**src/hw/rtl/rmx_pkg.sv**
```systemverilog
// Package with widths, register indexes, command types and the modular add.
`default_nettype none

package rmx_pkg;

  localparam int unsigned WordWidth     = 64;
  localparam int unsigned CfgIndexWidth = 8;

  // Configuration register indexes.
  localparam logic [CfgIndexWidth-1:0] RegKeyExponent = 8'd0;
  localparam logic [CfgIndexWidth-1:0] RegModulus     = 8'd1;

  typedef logic [WordWidth-1:0] word_t;

  // Commands from the controller to the datapath.
  typedef struct packed {
    logic load;       // capture a message and set up the exponent loop
    logic start_acc;  // start a multiply of acc by base
    logic start_sq;   // start a multiply of base by base
    logic step;       // one double-and-add step of the running multiply
    logic wb_acc;     // write the product back to acc
    logic wb_base;    // write the product back to base and shift the exponent
    logic publish;    // move the finished word into the output register
  } dp_cmd_t;

  // Status from the datapath to the controller.
  typedef struct packed {
    logic range_err;  // message was not below the modulus
    logic exp_zero;   // no exponent bits remain
    logic exp_lsb;    // current exponent bit
    logic mul_done;   // multiplier operand is exhausted
  } dp_status_t;

  // (x + y) mod n for x and y already below n; never overflows the word.
  function automatic word_t residue_add(input word_t x, input word_t y, input word_t n);
    word_t gap;
    gap = n - y;
    return (x >= gap) ? (x - gap) : (x + y);
  endfunction

endpackage

`default_nettype wire

```
**src/hw/rtl/rmx_datapath.sv**
```systemverilog
// Datapath: configuration registers, exponent loop registers and bit-serial multiplier.
`default_nettype none

module rmx_datapath (
  input  wire logic                              clk,
  input  wire logic                              rst,
  input  wire logic                              cfg_we,
  input  wire logic [rmx_pkg::CfgIndexWidth-1:0] cfg_index,
  input  wire rmx_pkg::word_t                    cfg_data,
  input  wire rmx_pkg::word_t                    message,
  input  wire rmx_pkg::dp_cmd_t                  cmd,
  output rmx_pkg::dp_status_t                    status,
  output rmx_pkg::word_t                         result,
  output logic                                   range_error
);

  rmx_pkg::word_t key_exponent;
  rmx_pkg::word_t modulus;
  rmx_pkg::word_t acc;
  rmx_pkg::word_t base;
  rmx_pkg::word_t exp_bits;
  rmx_pkg::word_t mx;
  rmx_pkg::word_t my;
  rmx_pkg::word_t prod;
  logic           err;

  rmx_pkg::word_t prod_next;
  rmx_pkg::word_t mx_next;

  // Configuration registers; both reset to zero.
  always_ff @(posedge clk) begin
    if (rst) begin
      key_exponent <= '0;
      modulus      <= '0;
    end else if (cfg_we) begin
      if (cfg_index == rmx_pkg::RegKeyExponent) begin
        key_exponent <= cfg_data;
      end else if (cfg_index == rmx_pkg::RegModulus) begin
        modulus <= cfg_data;
      end
    end
  end

  // One double-and-add step: both modular adds run side by side.
  always_comb begin
    prod_next = my[0] ? rmx_pkg::residue_add(prod, mx, modulus) : prod;
    mx_next   = rmx_pkg::residue_add(mx, mx, modulus);
  end

  // Exponent loop registers and the multiplier operands.
  always_ff @(posedge clk) begin
    if (cmd.load) begin
      base     <= message;
      acc      <= (modulus == rmx_pkg::word_t'(1)) ? '0 : rmx_pkg::word_t'(1);
      exp_bits <= key_exponent;
      err      <= (message >= modulus);
    end
    if (cmd.start_acc) begin
      mx   <= acc;
      my   <= base;
      prod <= '0;
    end else if (cmd.start_sq) begin
      mx   <= base;
      my   <= base;
      prod <= '0;
    end else if (cmd.step) begin
      mx   <= mx_next;
      my   <= my >> 1;
      prod <= prod_next;
    end
    if (cmd.wb_acc) begin
      acc <= prod;
    end
    if (cmd.wb_base) begin
      base     <= prod;
      exp_bits <= exp_bits >> 1;
    end
  end

  // Output register: holds the word until the receiver takes it.
  always_ff @(posedge clk) begin
    if (cmd.publish) begin
      result      <= err ? base : acc;
      range_error <= err;
    end
  end

  assign status.range_err = err;
  assign status.exp_zero  = (exp_bits == '0);
  assign status.exp_lsb   = exp_bits[0];
  assign status.mul_done  = (my == '0);

endmodule

`default_nettype wire

```
**src/hw/rtl/rmx_ctrl.sv**
```systemverilog
// Controller: sequences loading, square-and-multiply passes and output handshake.
`default_nettype none

module rmx_ctrl (
  input  wire logic                clk,
  input  wire logic                rst,
  input  wire logic                in_valid,
  output logic                     in_ready,
  output logic                     out_valid,
  input  wire logic                out_ready,
  input  wire rmx_pkg::dp_status_t status,
  output rmx_pkg::dp_cmd_t         cmd
);

  typedef enum logic [2:0] {
    S_IDLE,
    S_EXP,
    S_MUL_ACC,
    S_MUL_SQ,
    S_FINISH
  } state_t;

  state_t state;
  state_t state_next;
  logic   out_free;

  assign in_ready = (state == S_IDLE);
  assign out_free = !out_valid || out_ready;

  // Command decode and next state.
  always_comb begin
    cmd        = '0;
    state_next = state;
    unique case (state)
      S_IDLE: begin
        if (in_valid) begin
          cmd.load   = 1'b1;
          state_next = S_EXP;
        end
      end
      S_EXP: begin
        if (status.range_err || status.exp_zero) begin
          state_next = S_FINISH;
        end else if (status.exp_lsb) begin
          cmd.start_acc = 1'b1;
          state_next    = S_MUL_ACC;
        end else begin
          cmd.start_sq = 1'b1;
          state_next   = S_MUL_SQ;
        end
      end
      S_MUL_ACC: begin
        if (status.mul_done) begin
          cmd.wb_acc   = 1'b1;
          cmd.start_sq = 1'b1;
          state_next   = S_MUL_SQ;
        end else begin
          cmd.step = 1'b1;
        end
      end
      S_MUL_SQ: begin
        if (status.mul_done) begin
          cmd.wb_base = 1'b1;
          state_next  = S_EXP;
        end else begin
          cmd.step = 1'b1;
        end
      end
      S_FINISH: begin
        if (out_free) begin
          cmd.publish = 1'b1;
          state_next  = S_IDLE;
        end
      end
      default: begin
        state_next = S_IDLE;
      end
    endcase
  end

  // State register and the registered output-valid flag.
  always_ff @(posedge clk) begin
    if (rst) begin
      state     <= S_IDLE;
      out_valid <= 1'b0;
    end else begin
      state <= state_next;
      if (cmd.publish) begin
        out_valid <= 1'b1;
      end else if (out_ready) begin
        out_valid <= 1'b0;
      end
    end
  end

endmodule

`default_nettype wire

```
**src/hw/rtl/rsa_modexp_cipher.sv**
```systemverilog
// Usage notes:
// A 64-bit message word enters on in_valid/in_ready; the word message^key_exponent
// mod modulus leaves on out_valid/out_ready with range_error low. A message not
// below the modulus leaves unchanged with range_error high. The configuration
// channel (cfg_valid/cfg_ready, cfg_index, cfg_data) is always ready; index 0 is
// the exponent, index 1 the modulus, other indexes are ignored.
// Write it only while no word is in flight.
// For every exponent bit up to the highest set one, the block takes a decision
// step, then a multiply pass where the bit is set, then a squaring pass. A pass
// runs until its multiplier operand is exhausted; the shared double-and-add
// multiplier takes one operand bit per cycle. One word is worked on at a time.
// The output register lets the next word enter while a finished word waits; a
// stalled receiver leaves the next result in the loop registers, with the input
// closed, until the output register is free.
// Reset clears both configuration registers to zero and empties the block.
`default_nettype none

module rsa_modexp_cipher (
  input  wire logic                              clk,
  input  wire logic                              rst,
  input  wire logic                              cfg_valid,
  output logic                                   cfg_ready,
  input  wire logic [rmx_pkg::CfgIndexWidth-1:0] cfg_index,
  input  wire logic [rmx_pkg::WordWidth-1:0]     cfg_data,
  input  wire logic                              in_valid,
  output logic                                   in_ready,
  input  wire logic [rmx_pkg::WordWidth-1:0]     message,
  output logic                                   out_valid,
  input  wire logic                              out_ready,
  output logic [rmx_pkg::WordWidth-1:0]          result,
  output logic                                   range_error
);

  rmx_pkg::dp_cmd_t    cmd;
  rmx_pkg::dp_status_t status;

  assign cfg_ready = 1'b1;

  // Sequencer.
  rmx_ctrl u_ctrl (
    .clk       (clk),
    .rst       (rst),
    .in_valid  (in_valid),
    .in_ready  (in_ready),
    .out_valid (out_valid),
    .out_ready (out_ready),
    .status    (status),
    .cmd       (cmd)
  );

  // Arithmetic and storage.
  rmx_datapath u_datapath (
    .clk         (clk),
    .rst         (rst),
    .cfg_we      (cfg_valid && cfg_ready),
    .cfg_index   (cfg_index),
    .cfg_data    (cfg_data),
    .message     (message),
    .cmd         (cmd),
    .status      (status),
    .result      (result),
    .range_error (range_error)
  );

endmodule

`default_nettype wire

```
**config.mk**
```make
export PLATFORM = sky130hd
export DESIGN_NAME = rsa_modexp_cipher
export DESIGN_NICKNAME = d
export VERILOG_FILES = /design/src/hw/rtl/rmx_pkg.sv /design/src/hw/rtl/rmx_datapath.sv /design/src/hw/rtl/rmx_ctrl.sv /design/src/hw/rtl/rsa_modexp_cipher.sv
export SDC_FILE = /design/constraint.sdc
export NUM_CORES = 2
export LEC_CHECK = 0
export ABC_AREA = 1
export ABC_CLOCK_PERIOD_IN_PS = 9400
export BUFFER_PORTS_ARGS = -buffer_cell sky130_fd_sc_hd__clkbuf_2
export CAP_MARGIN = 20
export CORE_MARGIN = 1.5
export CORE_UTILIZATION = 55
export CTS_BUF_LIST = sky130_fd_sc_hd__clkbuf_4
export DETAILED_ROUTE_END_ITERATION = 8
export HOLD_SLACK_MARGIN = 0.06
export PLACE_DENSITY = 0.85
export SYNTH_ARGS = -nofsm -noshare
export SYNTH_HDL_FRONTEND = slang
export SYNTH_SLANG_ARGS = --single-unit
```
**constraint.sdc**
```tcl
create_clock -name clk -period 9.4 [get_ports clk]
set_input_delay 0.94 -clock clk [delete_from_list [all_inputs] [get_ports clk]]
set_output_delay 0.94 -clock clk [all_outputs]
set_load 0.03 [all_outputs]
```
==> run summary <==
The run finished with clean final reports. The number of antenna violations at the first check in global routing is 13. Number of H-tree branching levels: 4. Synthesis inferred 582 register bits.

Most used flip-flop cell after synthesis: sky130_fd_sc_hd__edfxtp_1. The maximum clock frequency is 123 MHz, and the final worst slack is 1.25 ns. Input and output buffers added on the ports amount to 207.

The mean post-synth cell area came out at 7.02 sq um. The total area inside the core boundary comes to 80400 sq um. The die span in y works out to 288 um.

The area growth from synthesis to layout is 9.18%. The analysis attributes to cell leakage a power of 23.1 nW. The async set-or-reset flop fraction in the synthesized netlist works out to 0%.

After synthesis the cells add up to 44600 sq um. The detailed router placed 47.7k vias in this run. The min-delay analysis places its worst path in the category input pin to register.

For this run the aggregate overflow at the end of global routing stands at 0. The library cell contributing the largest single delay on the critical path is sky130_fd_sc_hd__buf_4. Across the VDD grid, the largest voltage drop is 0.161 mV. The critical path is of the register to register type.

The logs give 0 for the final number of max-transition violations and 7029 for the number of nets at the end of the flow. Hold is met by 0.135 ns. The time the worst path needs with I/O delays and setup is 8.15 ns. The post-route netlist has 10.2% of its cells at a drive strength greater than 1.

The tools report the I/O pin count as 209. The logs give 0 for the total of endpoints with negative setup slack in the final report and 1.10 ns for the insertion delay of the later-clocked pin in the worst-skew pair. The post-placement cell count was 7481; the worst endpoint required time was 10.26 ns.

Setup repair after global routing left no endpoint under its margin. The tools report the worst clock skew on the final layout as 0.111 ns. The power density relative to cell area works out to 286 nW/um^2. The number of buffers and inverters on the critical path is 5.

The number of synthesized flops with an enable pin is 385, and the largest net degree at the start of global routing is 133. In this run the worst path has a maximum fanout of 86. The highest cell delay on the worst timing path was 0.80 ns; the cell row count was 104. The worst setup path is launched from a register.

The worst slew slack as a fraction of its limit is 16.7%, and the CTS sink count is 582. Average via count per standard cell: 6.13. In this run the remaining antenna-violating nets after routing total 0. Wires add up to 196000 um.

The maximum clock insertion buffer count came out at 3. Post-route fraction of the period consumed by the critical path: 86.7%. The final cell count without fillers was 7777. For this run, the detailed router's first-pass iteration total came to 7. The overall track demand over capacity in global routing was 46.3%.

At the pin with the least slew margin, the transition time is 1.24 ns. The sum of negative setup slack is 0 ns, and the area of the die is 82800 sq um. After detailed routing, the number of remaining DRC violations is 0. The number of nets handed over by synthesis was 6801. The tools report the CTS root buffer as sky130_fd_sc_hd__clkbuf_4. After technology mapping, the gate count stands at 6357.

The via count of the first global-routing pass came out at 44.0k. Clock tree synthesis inserted a total of 160 buffers. The distinct cell type count after synthesis is 59. In this run the most critical hold path is launched from cfg_data[17]. At the end of routability-driven placement, the weighted congestion stood at 1.13. The HPWL after detailed placement is 157000 um.

In this run the critical register-to-register path is launched from u_datapath.mx[38]$_DFFE_PP_. For the minimum setup slack after placement, the log shows 1.75 ns. Among cell families on the critical path, the largest total delay comes from simple AND/OR/NAND/NOR gates.

Nature of the critical path endpoint: a register. The die is 288 um wide. TritonCTS built the clock tree.

The count of buffers added by post-CTS timing repair for setup came out at 0. The total power of the final layout came out at 13.9 mW. The run gives 9.01 ns as the arrival time at the worst endpoint. Max-cap violations in this run came to 0. Once the floorplan was initialized, standard cells occupied 55.5% of the core. In the final routed layout, each cell accounts on average for 25.2 um.

The start point of the critical path was u_datapath.mx[38]$_DFFE_PP_. The logs give 7500 for the fill cell total of the finished layout and 7259 for the DRC violation total after the first TritonRoute iteration. First-pass GRT wire length: 281000 um.

Final-report hold violation count: 0. The clock transition at the registers of the reported paths was 0.08 ns. The sequential cell area fraction in the yosys report came out at 34.8%.

The run gives 0 as the warning count from the yosys run.
-- sequential cells by signal, summed over array words and instances (netlist names), 3 cells and up --
name,count
u_ctrl.state,3
u_datapath.acc,64
u_datapath.base,64
u_datapath.exp_bits,64
u_datapath.key_exponent,64
u_datapath.modulus,64
u_datapath.mx,64
u_datapath.my,64
u_datapath.prod,64
u_datapath.result,64
-- cells by family after synthesis --
| family | count (synthesis) | synth area share (%) |
|---|---|---|
| simple gates | 2906 | 27.1 |
| mux | 60 | 1.51 |
| flops | 582 | 34.8 |
| fa+ha+maj | 303 | 8.56 |
| compound gates | 1163 | 14.3 |
| xor+xnor | 191 | 3.75 |
| buf+inv | 1151 | 9.95 |
| other cells | 1 | 0.00841 |
-- per-stage QoR --
stage / utilization [%] / instance area, sq um
floorplan: - / 44600
global placement: 57.9 / 46600
detailed placement: 57.9 / 46600
CTS: 60.5 / 48700
global route: 60.6 / 48700
finish: 60.6 / 48700
-- layer usage --
layer | up-vias | wire length (um) | part of all wire, % | global-route usage, %
met5 | - | 251 | 0.13 | 0.640
met4 | 12 | 8530 | 4.3 | 18.5
met3 | 499 | 32400 | 17 | 19.1
met2 | 3397 | 77400 | 39 | 63.7
met1 | 22200 | 77800 | 40 | 63.7
li1 | 21600 | - | - | -
-- power breakdown --
group,switching (mW),internal (mW)
Clock,1.22,1.22
Sequential,0.491,3.23
Combinational,5.53,2.25
-- cell usage in the layout (no fill, tap or decap), drive strengths merged, types with 91 or more instances in the layout --
master | Yosys | routed
nand3 | 372 | 372
xnor2 | 91 | 91
nor2 | 712 | 712
inv | 969 | 974
nand4 | 102 | 102
xor2 | 100 | 100
edfxtp | 385 | 385
dfxtp | 197 | 197
ha | 299 | 299
clkbuf | 127 | 443
nand2 | 1594 | 1594
o21ai | 389 | 389
a21oi | 551 | 551
-- cell type report --
cell class | instances | area, sq um | area share [%]
Multi-Input combinational cell | 4624 | 24800 | 50.8
Tap cell | 1060 | 1330 | 2.72
Timing Repair Buffer | 245 | 1360 | 2.79
Antenna cell | 8 | 20.0 | 0.0411
Sequential cell | 582 | 15500 | 31.8
Inverter | 972 | 3650 | 7.50
Clock buffer | 236 | 1770 | 3.64
Clock inverter | 50 | 318 | 0.652
-- worst paths after layout --
| check | slack (ns) | cells past startpoint | to |
|---|---|---|---|
| worst max-delay path | 1.25 | 30 | u_datapath.prod[29]$_SDFFE_PP0P_ |
| worst min-delay path | 0.13 | 3 | u_datapath.key_exponent[17]$_SDFFE_PP0P_ |
| worst max register to register | 1.25 | 30 | u_datapath.prod[29]$_SDFFE_PP0P_ |
| worst min register to register | 0.45 | 2 | u_datapath.my[34]$_DFFE_PP_ |
-- cell usage after synthesis (all sizes together) (60+ instances only) --
master | number | area (sq um)
a31oi | 62 | 388
nand4 | 102 | 638
mux2 | 60 | 676
xnor2 | 91 | 797
ha | 299 | 3740
a21oi | 551 | 2800
o21ai | 389 | 1950
xor2 | 100 | 876
nand2 | 1594 | 6040
nor2 | 712 | 2780
clkbuf | 127 | 477
inv | 969 | 3640
nand3 | 372 | 1910
edfxtp | 385 | 11600
dfxtp | 197 | 3940
-- worst register-to-register path, delay by kind of cell (launching register included) --
kind,cells,cell delay [ns]
flip-flops,1,0.59
XOR/XNOR,1,0.69
buffers and inverters,5,1.31
adder cells (fa/ha/maj),2,0.80
AO/OA/AOI/OAI,3,0.45
AND/OR/NAND/NOR,19,4.09
-- timing repair --
item                      in CTS  in global routing
gates resized for setup        0                  0
hold buffers                   1                  0
hold endpoints to repair       3                  0
No activity file was read; power rests on OpenSTA's default activity.
